$ cat src/rtl/core/lz4d_pkg.sv
`default_nettype none
// ----------------------------------------------------------------------------
// lz4d_pkg: shared definitions for the LZ4 block decoder
// Result kind codes, default sizes and the step record that the parser hands
// to the datapath for each processed input item.
// ----------------------------------------------------------------------------
package lz4d_pkg;

  // Default sizing of the history window and the length counters.
  localparam int WINDOW_BYTES_DEF = 65536;
  localparam int COUNT_BITS_DEF   = 16;

  // Token nibble value that announces extension bytes, and the minimum match.
  localparam logic [3:0] NIB_ESC   = 4'hf;
  localparam logic [3:0] MIN_MATCH = 4'd4;

  // Extension bytes of this value continue the length.
  localparam logic [7:0] EXT_MORE = 8'hff;

  // Result kinds.
  localparam logic [1:0] KIND_LIT    = 2'd0;
  localparam logic [1:0] KIND_MATCH  = 2'd1;
  localparam logic [1:0] KIND_REFUSE = 2'd2;

  // What one processed item does to the datapath.
  typedef struct packed {
    logic       emit;   // the item produces a result
    logic [1:0] kind;   // result kind
    logic [7:0] lit;    // literal byte (also the refusal byte, zero)
    logic       last;   // final byte of the stream
    logic       match;  // the result byte comes from the history window
    logic       store;  // the result byte is written to the history window
  } step_t;

endpackage
`default_nettype wire

$ cat src/rtl/core/lz4d_parse.sv
`default_nettype none
// ----------------------------------------------------------------------------
// lz4d_parse: LZ4 sequence parser
// Holds the decoder state and works out, for one registered input item, the
// result it causes, the history addresses it uses and the next state.
// ----------------------------------------------------------------------------
module lz4d_parse
  import lz4d_pkg::*;
#(
  parameter int ADDR_BITS  = $clog2(WINDOW_BYTES_DEF),
  parameter int COUNT_BITS = COUNT_BITS_DEF
) (
  input  wire logic                 clk,
  input  wire logic                 rst,
  input  wire logic                 go,
  input  wire logic                 mode,
  input  wire logic [7:0]           data_byte,
  input  wire logic                 final_input,
  output step_t                     step,
  output logic      [ADDR_BITS-1:0] waddr,
  output logic      [ADDR_BITS-1:0] raddr
);

  // Parser phases.
  localparam logic [2:0] PH_TOKEN  = 3'd0;
  localparam logic [2:0] PH_LITEXT = 3'd1;
  localparam logic [2:0] PH_LITS   = 3'd2;
  localparam logic [2:0] PH_OFFLO  = 3'd3;
  localparam logic [2:0] PH_OFFHI  = 3'd4;
  localparam logic [2:0] PH_MATEXT = 3'd5;
  localparam logic [2:0] PH_COPY   = 3'd6;
  localparam logic [2:0] PH_DONE   = 3'd7;

  logic [2:0]            phase, phase_next;
  logic [3:0]            match_nibble, match_nibble_next;
  logic [COUNT_BITS-1:0] remaining, remaining_next;
  logic [15:0]           match_offset, match_offset_next;
  logic [ADDR_BITS-1:0]  write_pos, write_pos_next;
  logic                  end_seen, end_seen_next;

  logic [COUNT_BITS:0]   ext_sum;
  logic [COUNT_BITS-1:0] ext_sat;
  logic [COUNT_BITS-1:0] rem_dec;
  logic [COUNT_BITS-1:0] match_len;

  // Length arithmetic: saturating extension add and floored decrement.
  assign ext_sum = {1'b0, remaining} + (COUNT_BITS + 1)'(data_byte);
  assign ext_sat = ext_sum[COUNT_BITS] ? {COUNT_BITS{1'b1}} : ext_sum[COUNT_BITS-1:0];
  assign rem_dec = (remaining != '0) ? remaining - 1'b1 : '0;
  assign match_len = COUNT_BITS'(match_nibble) + COUNT_BITS'(MIN_MATCH);

  // The item writes at the current position; a match reads offset bytes back.
  assign waddr = write_pos;
  assign raddr = write_pos - match_offset[ADDR_BITS-1:0];

  // Next-state and result decode for the item in the input register.
  always_comb begin
    phase_next        = phase;
    match_nibble_next = match_nibble;
    remaining_next    = remaining;
    match_offset_next = match_offset;
    write_pos_next    = write_pos;
    end_seen_next     = end_seen;
    step              = '0;

    if (phase != PH_DONE) begin
      if (mode) begin
        // Copy tick: only meaningful while a match is pending.
        if (phase == PH_COPY) begin
          step.emit      = 1'b1;
          step.kind      = KIND_MATCH;
          step.match     = 1'b1;
          step.store     = 1'b1;
          write_pos_next = write_pos + 1'b1;
          remaining_next = rem_dec;
          if (rem_dec == '0) begin
            phase_next = PH_TOKEN;
          end
        end
      end else if (phase == PH_COPY) begin
        // Data while a copy is pending is refused and not consumed.
        step.emit = 1'b1;
        step.kind = KIND_REFUSE;
      end else begin
        if (final_input) begin
          end_seen_next = 1'b1;
        end
        case (phase)
          PH_TOKEN: begin
            match_nibble_next = data_byte[3:0];
            if (data_byte[7:4] == NIB_ESC) begin
              remaining_next = COUNT_BITS'(NIB_ESC);
              phase_next     = PH_LITEXT;
            end else if (data_byte[7:4] != 4'd0) begin
              remaining_next = COUNT_BITS'(data_byte[7:4]);
              phase_next     = PH_LITS;
            end else begin
              phase_next = PH_OFFLO;
            end
          end
          PH_LITEXT: begin
            remaining_next = ext_sat;
            if (data_byte != EXT_MORE) begin
              phase_next = PH_LITS;
            end
          end
          PH_LITS: begin
            step.emit      = 1'b1;
            step.kind      = KIND_LIT;
            step.lit       = data_byte;
            step.store     = 1'b1;
            write_pos_next = write_pos + 1'b1;
            remaining_next = rem_dec;
            if (rem_dec == '0) begin
              if (end_seen_next) begin
                phase_next = PH_DONE;
                step.last  = 1'b1;
              end else begin
                phase_next = PH_OFFLO;
              end
            end
          end
          PH_OFFLO: begin
            match_offset_next = {8'h00, data_byte};
            phase_next        = PH_OFFHI;
          end
          PH_OFFHI: begin
            match_offset_next = {data_byte, match_offset[7:0]};
            remaining_next    = match_len;
            if (match_nibble == NIB_ESC) begin
              phase_next = PH_MATEXT;
            end else begin
              phase_next = PH_COPY;
            end
          end
          PH_MATEXT: begin
            remaining_next = ext_sat;
            if (data_byte != EXT_MORE) begin
              phase_next = PH_COPY;
            end
          end
          default: begin
            phase_next = phase;
          end
        endcase
      end
    end
  end

  // State registers advance when the item leaves the input register.
  always_ff @(posedge clk) begin
    if (rst) begin
      phase        <= PH_TOKEN;
      match_nibble <= '0;
      remaining    <= '0;
      match_offset <= '0;
      write_pos    <= '0;
      end_seen     <= 1'b0;
    end else if (go) begin
      phase        <= phase_next;
      match_nibble <= match_nibble_next;
      remaining    <= remaining_next;
      match_offset <= match_offset_next;
      write_pos    <= write_pos_next;
      end_seen     <= end_seen_next;
    end
  end

endmodule
`default_nettype wire

$ cat config.mk
export PLATFORM = sky130hd
export DESIGN_NAME = lz4d_parse
export DESIGN_NICKNAME = d
export VERILOG_FILES = /design/src/rtl/core/lz4d_pkg.sv /design/src/rtl/core/lz4d_parse.sv
export SDC_FILE = /design/constraint.sdc
export NUM_CORES = 1
export LEC_CHECK = 0
export BUFFER_PORTS_ARGS = -buffer_cell sky130_fd_sc_hd__clkbuf_2
export CAP_MARGIN = 30
export CELL_PAD_IN_SITES_DETAIL_PLACEMENT = 1
export CELL_PAD_IN_SITES_GLOBAL_PLACEMENT = 2
export CORE_AREA = 2 2 120 122
export DETAILED_ROUTE_END_ITERATION = 10
export DIE_AREA = 0 0 122 124
export PLACE_DENSITY_LB_ADDON = 0.1
export SLEW_MARGIN = 20
export SYNTH_ARGS = -nofsm -noshare
export SYNTH_HDL_FRONTEND = slang
export SYNTH_SLANG_ARGS = --single-unit
$ cat constraint.sdc
create_clock -name clk -period 3.08 [get_ports clk]
set_input_delay 0.308 -clock clk [delete_from_list [all_inputs] [get_ports clk]]
set_output_delay 0.308 -clock clk [all_outputs]
set_load 0.02 [all_outputs]
# Yosys cells after proc, flatten, opt, wreduce, memory -nomap -nowiden
# Cells that the tools add are included.
[op_classes]
addsub = 5
n_eq_ne = 17
n_mux = 43
bitwise = 3
reduce_logical = 16
[op_table]
columns = ["cell", "n"]
rows = [
  ["16-bit two-way mux", 11],
  ["16-bit one-hot mux with 4 select lines", 1],
  ["3-bit two-way mux", 11],
  ["16-bit one-hot mux with 2 select lines", 1],
  ["9-bit two-way mux", 2],
  ["3-bit one-hot mux with 6 select lines", 1],
  ["16-bit by 8-bit adder with 17-bit output", 1],
  ["16-bit by 1-bit adder with 16-bit output (second input constant)", 1],
  ["16-bit logical NOT", 1],
  ["16-bit nonzero test", 1],
  ["16-bit by 1-bit subtractor with 16-bit output (second input constant)", 1],
  ["16-bit subtractor", 1],
  ["5-bit AND reduction", 3],
  ["14-bit two-way mux", 1],
  ["12-bit two-way mux", 1],
  ["3-bit != test (second input constant)", 4],
  ["6-bit AND reduction", 2],
  ["1-bit two-way mux", 11],
  ["3-bit == test (second input constant)", 3],
  ["9-bit AND reduction", 1],
  ["4-bit == test (second input constant)", 2],
  ["8-bit != test (second input constant)", 1],
  ["7-bit nonzero test", 1],
  ["3-bit by 2-bit == test with 1-bit output (second input constant)", 2],
  ["13 further kinds", 19],
]
[totals]
register_bits = 56
in_bits = 13
out_inout_bits = 46
wordCells = 91

# Longest topological paths before layout
[logic_depth]
ltp_word = 10
mapped_depth = 11
depth_no_buf = 11

# Worst setup path after synthesis
# OpenSTA, ideal clock, no wires.
[synth_timing]
kind = "flip-flop to output port"
startpoint = "register write_pos[0], in the netlist waddr[0]"
endpoint = "output raddr[14]"
arrival_time_ns = 2.639
setup_slack_ns = 0.133
path_stages_with_launch = 12
path_cell_list = "dfxtp_1 > inv_1 > ha_1 > fa_1 > nor2b_1 > o21ai_0 > a21boi_0 > o41ai_1 > o2111ai_1 > a31o_2 > a21oi_1 > xnor2_1"
[synth_via]
elab_chain_cells = 1
[synth_rtl]
columns = ["item", "line_no", "source"]
rows = [
  ["start: declaration", "lz4d_parse.sv:38", "logic [ADDR_BITS-1:0] write_pos, write_pos_next;"],
  ["start signal: assignment", "lz4d_parse.sv:164", "write_pos <= write_pos_next;"],
  ["16-bit subtractor", "lz4d_parse.sv:54", "assign raddr = write_pos - match_offset[ADDR_BITS-1:0];"],
  ["end: declaration", "lz4d_parse.sv:21", "output logic [ADDR_BITS-1:0] raddr"],
]
# Every way passes these cells.

# Worst setup path in the final report
[layout_timing]
startpoint = "register match_offset[2]"
endpoint = "output raddr[14]"
[layout_via]
elab_chain_cells = 1
[layout_rtl]
columns = ["item", "line_no", "source"]
rows = [
  ["start: declaration", "lz4d_parse.sv:37", "logic [15:0] match_offset, match_offset_next;"],
  ["start signal: assignment", "lz4d_parse.sv:163", "match_offset <= match_offset_next;"],
  ["16-bit subtractor", "lz4d_parse.sv:54", ""],
]
# Every way passes these cells.

==> results.yml <==
critical_path:
  path_class: "reg2out"
  cp.required_ns: 2.77
  critPathCaptureType: "primary output"
  startpoint_type: "flop"
  crit_arrival_ns: 2.72
  crit_fanout: 4
synthesis:
  synth_flop_cell: "dfxtp_1"
  synth_cell_types: 74
  synth.cells.most_frequent: "nor2_1, a21oi_1, dfxtp_1"
  avgSynthCellArea_um2: 7.493
  synth.most_common_cell: "nor2_1"
  synth_cells: 617
  syn_area_um2: 4623
  ys_top_cells_by_area: "dfxtp_1, ha_1, a21oi_1"
  ys_seq_area_share_pct: 24.25
  synth_edf_count: 0
  synth_warnings: 0
  synth_top_cell_area_share_pct: 24.25
  synth_top_area_cell: "dfxtp_1"
  syn_nets: 662
  synthArstFlopShare_pct: 0
  synth_seq_cells: 56
layout:
  syn2layout_area_growth_pct: 20.70
  final_nets: 742
  drive_gt1_share_pct: 21.92
  num_antenna_cells: 0
  fin_cells: 878
place:
  globalplace.congestion: 0.8325
  hpwlAfterDp_mm: 12.04
  dp_cells: 861
  io_buffers: 58
  place_ws_ns: 0.01214
route:
  wl_per_cell_um: 18.33
  drc: 0
  drt_iter0_markers: 283
  vias: 4883
  dr.pass1.iters: 4
  detail-route-antenna-nets: 0
  drt_wl_total_mm: 16.09
  viasPerCell: 5.562
timing:
  relSlewSlack_pct: 45.74
  hold_violations: 0
  finalCritPeriodShare_pct: 98.20
  fin_crit_ns: 3.024
  setup_viol: 0
  max_freq_ghz: 0.3306
  drv_slew: 0
  rsz0062_at_grt: "yes"
  skew_ns: 0.003916
  tightest_slew_ns: 0.8077
  fin_ws_ns: 0.05557
clocking:
  cts_tree: "done"
  clkLatencyLatePin_ns: 0.31
  path_clk_slew_ns: 0.08
  numCtsBuffers: 5
  cts_buffer_depth: 2
  cts_sinks: 56
  cts_root_buf: "clkbuf_16"
  htreeDepth: 2
floorplan:
  io_pins: 59
  die_x_um: 122
  dieHeight_um: 124
  die_area_um2: 15130
  core.rowCount: 43
  initial_core_util_pct: 33.70
  core_area_um2: 13720
grt:
  grt_pass1_wl_mm: 26.38
  antenna_found_initial: 0
  grt_usage_pct: 22.15
  grt.overflow.total: 0
  grt_max_degree: 31
  grt_pass1_vias: 5168
hold_path:
  min_path_type: "in2reg"
power_and_ir_drop:
  p_per_area_nw_per_um2: 355.5
  total_power_mw: 1.984
  p_leak_nw: 2.235
  max-vdd-ir-drop_uv: 194.3
flow_run:
  max_cap_viol_count: 0
run_status:
  status: "completed"
through the flow:
step	cell area, um2	hold WS (ns)	util, %	setup TNS, ns
after global placement	5226	0.4415	38.09	0
after CTS	5487	0.2802	39.99	-0.06225
after detailed placement	5226	0.4493	38.09	0
after floorplan	4623	0.4319	-	0
final	5580	0.2883	40.67	0
after global routing	5580	0.3289	40.67	-0.02210
logic make-up after synthesis:
family                   after synthesis  share of synthesized area, %
buffers and inverters                 67                         7.036
flip-flops                            56                         24.25
XOR/XNOR                              31                         5.873
adder cells (fa/ha/maj)               33                         9.202
multiplexers                           9                         1.949
AO/OA/AOI/OAI                        171                         23.90
AND/OR/NAND/NOR                      250                         27.79
cell type report:
| cell class | count | area, um2 |
|---|---|---|
| Clock buffer | 6 | 128.9 |
| Clock inverter | 2 | 16.27 |
| Fill cell | 1705 | 8139 |
| Inverter | 36 | 137.6 |
| Multi-Input combinational cell | 494 | 3299 |
| Sequential cell | 56 | 1131 |
| Tap cell | 180 | 225.2 |
| Timing Repair Buffer | 104 | 641.9 |
state kept, by name (all words and copies together) (netlist names):
signal        flops
end_seen          1
match_nibble      4
match_offset     16
phase             3
remaining        16
waddr            16
report_power, final:
| group | switching (mW) | internal [mW] |
|---|---|---|
| Combinational | 0.354 | 0.253 |
| Sequential | 0.0222 | 0.740 |
| Clock | 0.308 | 0.305 |
cell usage in the layout, fill, tap and decap left out, types with 4 or more instances in the layout:
cell and n:
and2_1 11, a31oi_1 4, and3_1 9, inv_1 32
o21bai_1 4, mux2i_1 9, a221oi_1 4, a21oi_1 55
xnor2_1 24, nand2b_1 9, nand4_1 6, o21a_1 5
nand3_1 22, dfxtp_2 5, nor2_1 75, a311oi_1 5
xor2_1 7, clkbuf_2 57, buf_4 46, o31ai_1 7
dfxtp_1 50, or2_2 6, nor4_1 8, nand2_1 45
ha_1 27, nor3_1 20, clkbuf_16 5, a22oi_1 8
o21ai_0 34, or3_1 13
path summary, 6_finish.rpt:
kind | cells past startpoint | startpoint | endpoint | slack, ns
worst max-delay path | 12 | match_offset[2] | raddr[14] | 0.06
worst min-delay path | 3 | final_input | phase[2] | 0.29
worst max register to register | 10 | remaining[0] | phase[0] | 0.32
worst min register to register | 2 | match_offset[7] | match_offset[7] | 0.46
metal layers:
layer | track usage, % | vias up | routed length [um]
met2 | 39.35 | 98 | 7775
met3 | 2.656 | 33 | 501
met4 | 7.615 | 0 | 406
met1 | 27.70 | 2360 | 7406
met5 | 0 | - | 0
li1 | - | 2392 | -
worst max-delay path, stage by stage (launching register included):
cell       delay [ns]
dfxtp_2          0.33
inv_1            0.11
ha_4             0.22
nor2b_2          0.15
o21ai_2          0.17
a21boi_2         0.09
o41ai_2          0.36
buf_4            0.20
o2111ai_4        0.12
a31o_4           0.26
a21oi_4          0.11
xnor2_1          0.13
buf_4            0.16
repair_timing:
| action | in CTS | in global routing |
|---|---|---|
| endpoints found under the setup margin | 3 | 5 |
| setup buffers | 5 | 3 |
| hold buffers | 0 | 0 |
| cloned | 0 | 0 |
| pin swaps | 8 | 11 |
| gates resized for setup | 20 | 18 |
Note: power is estimated with default switching activity, not from simulation.
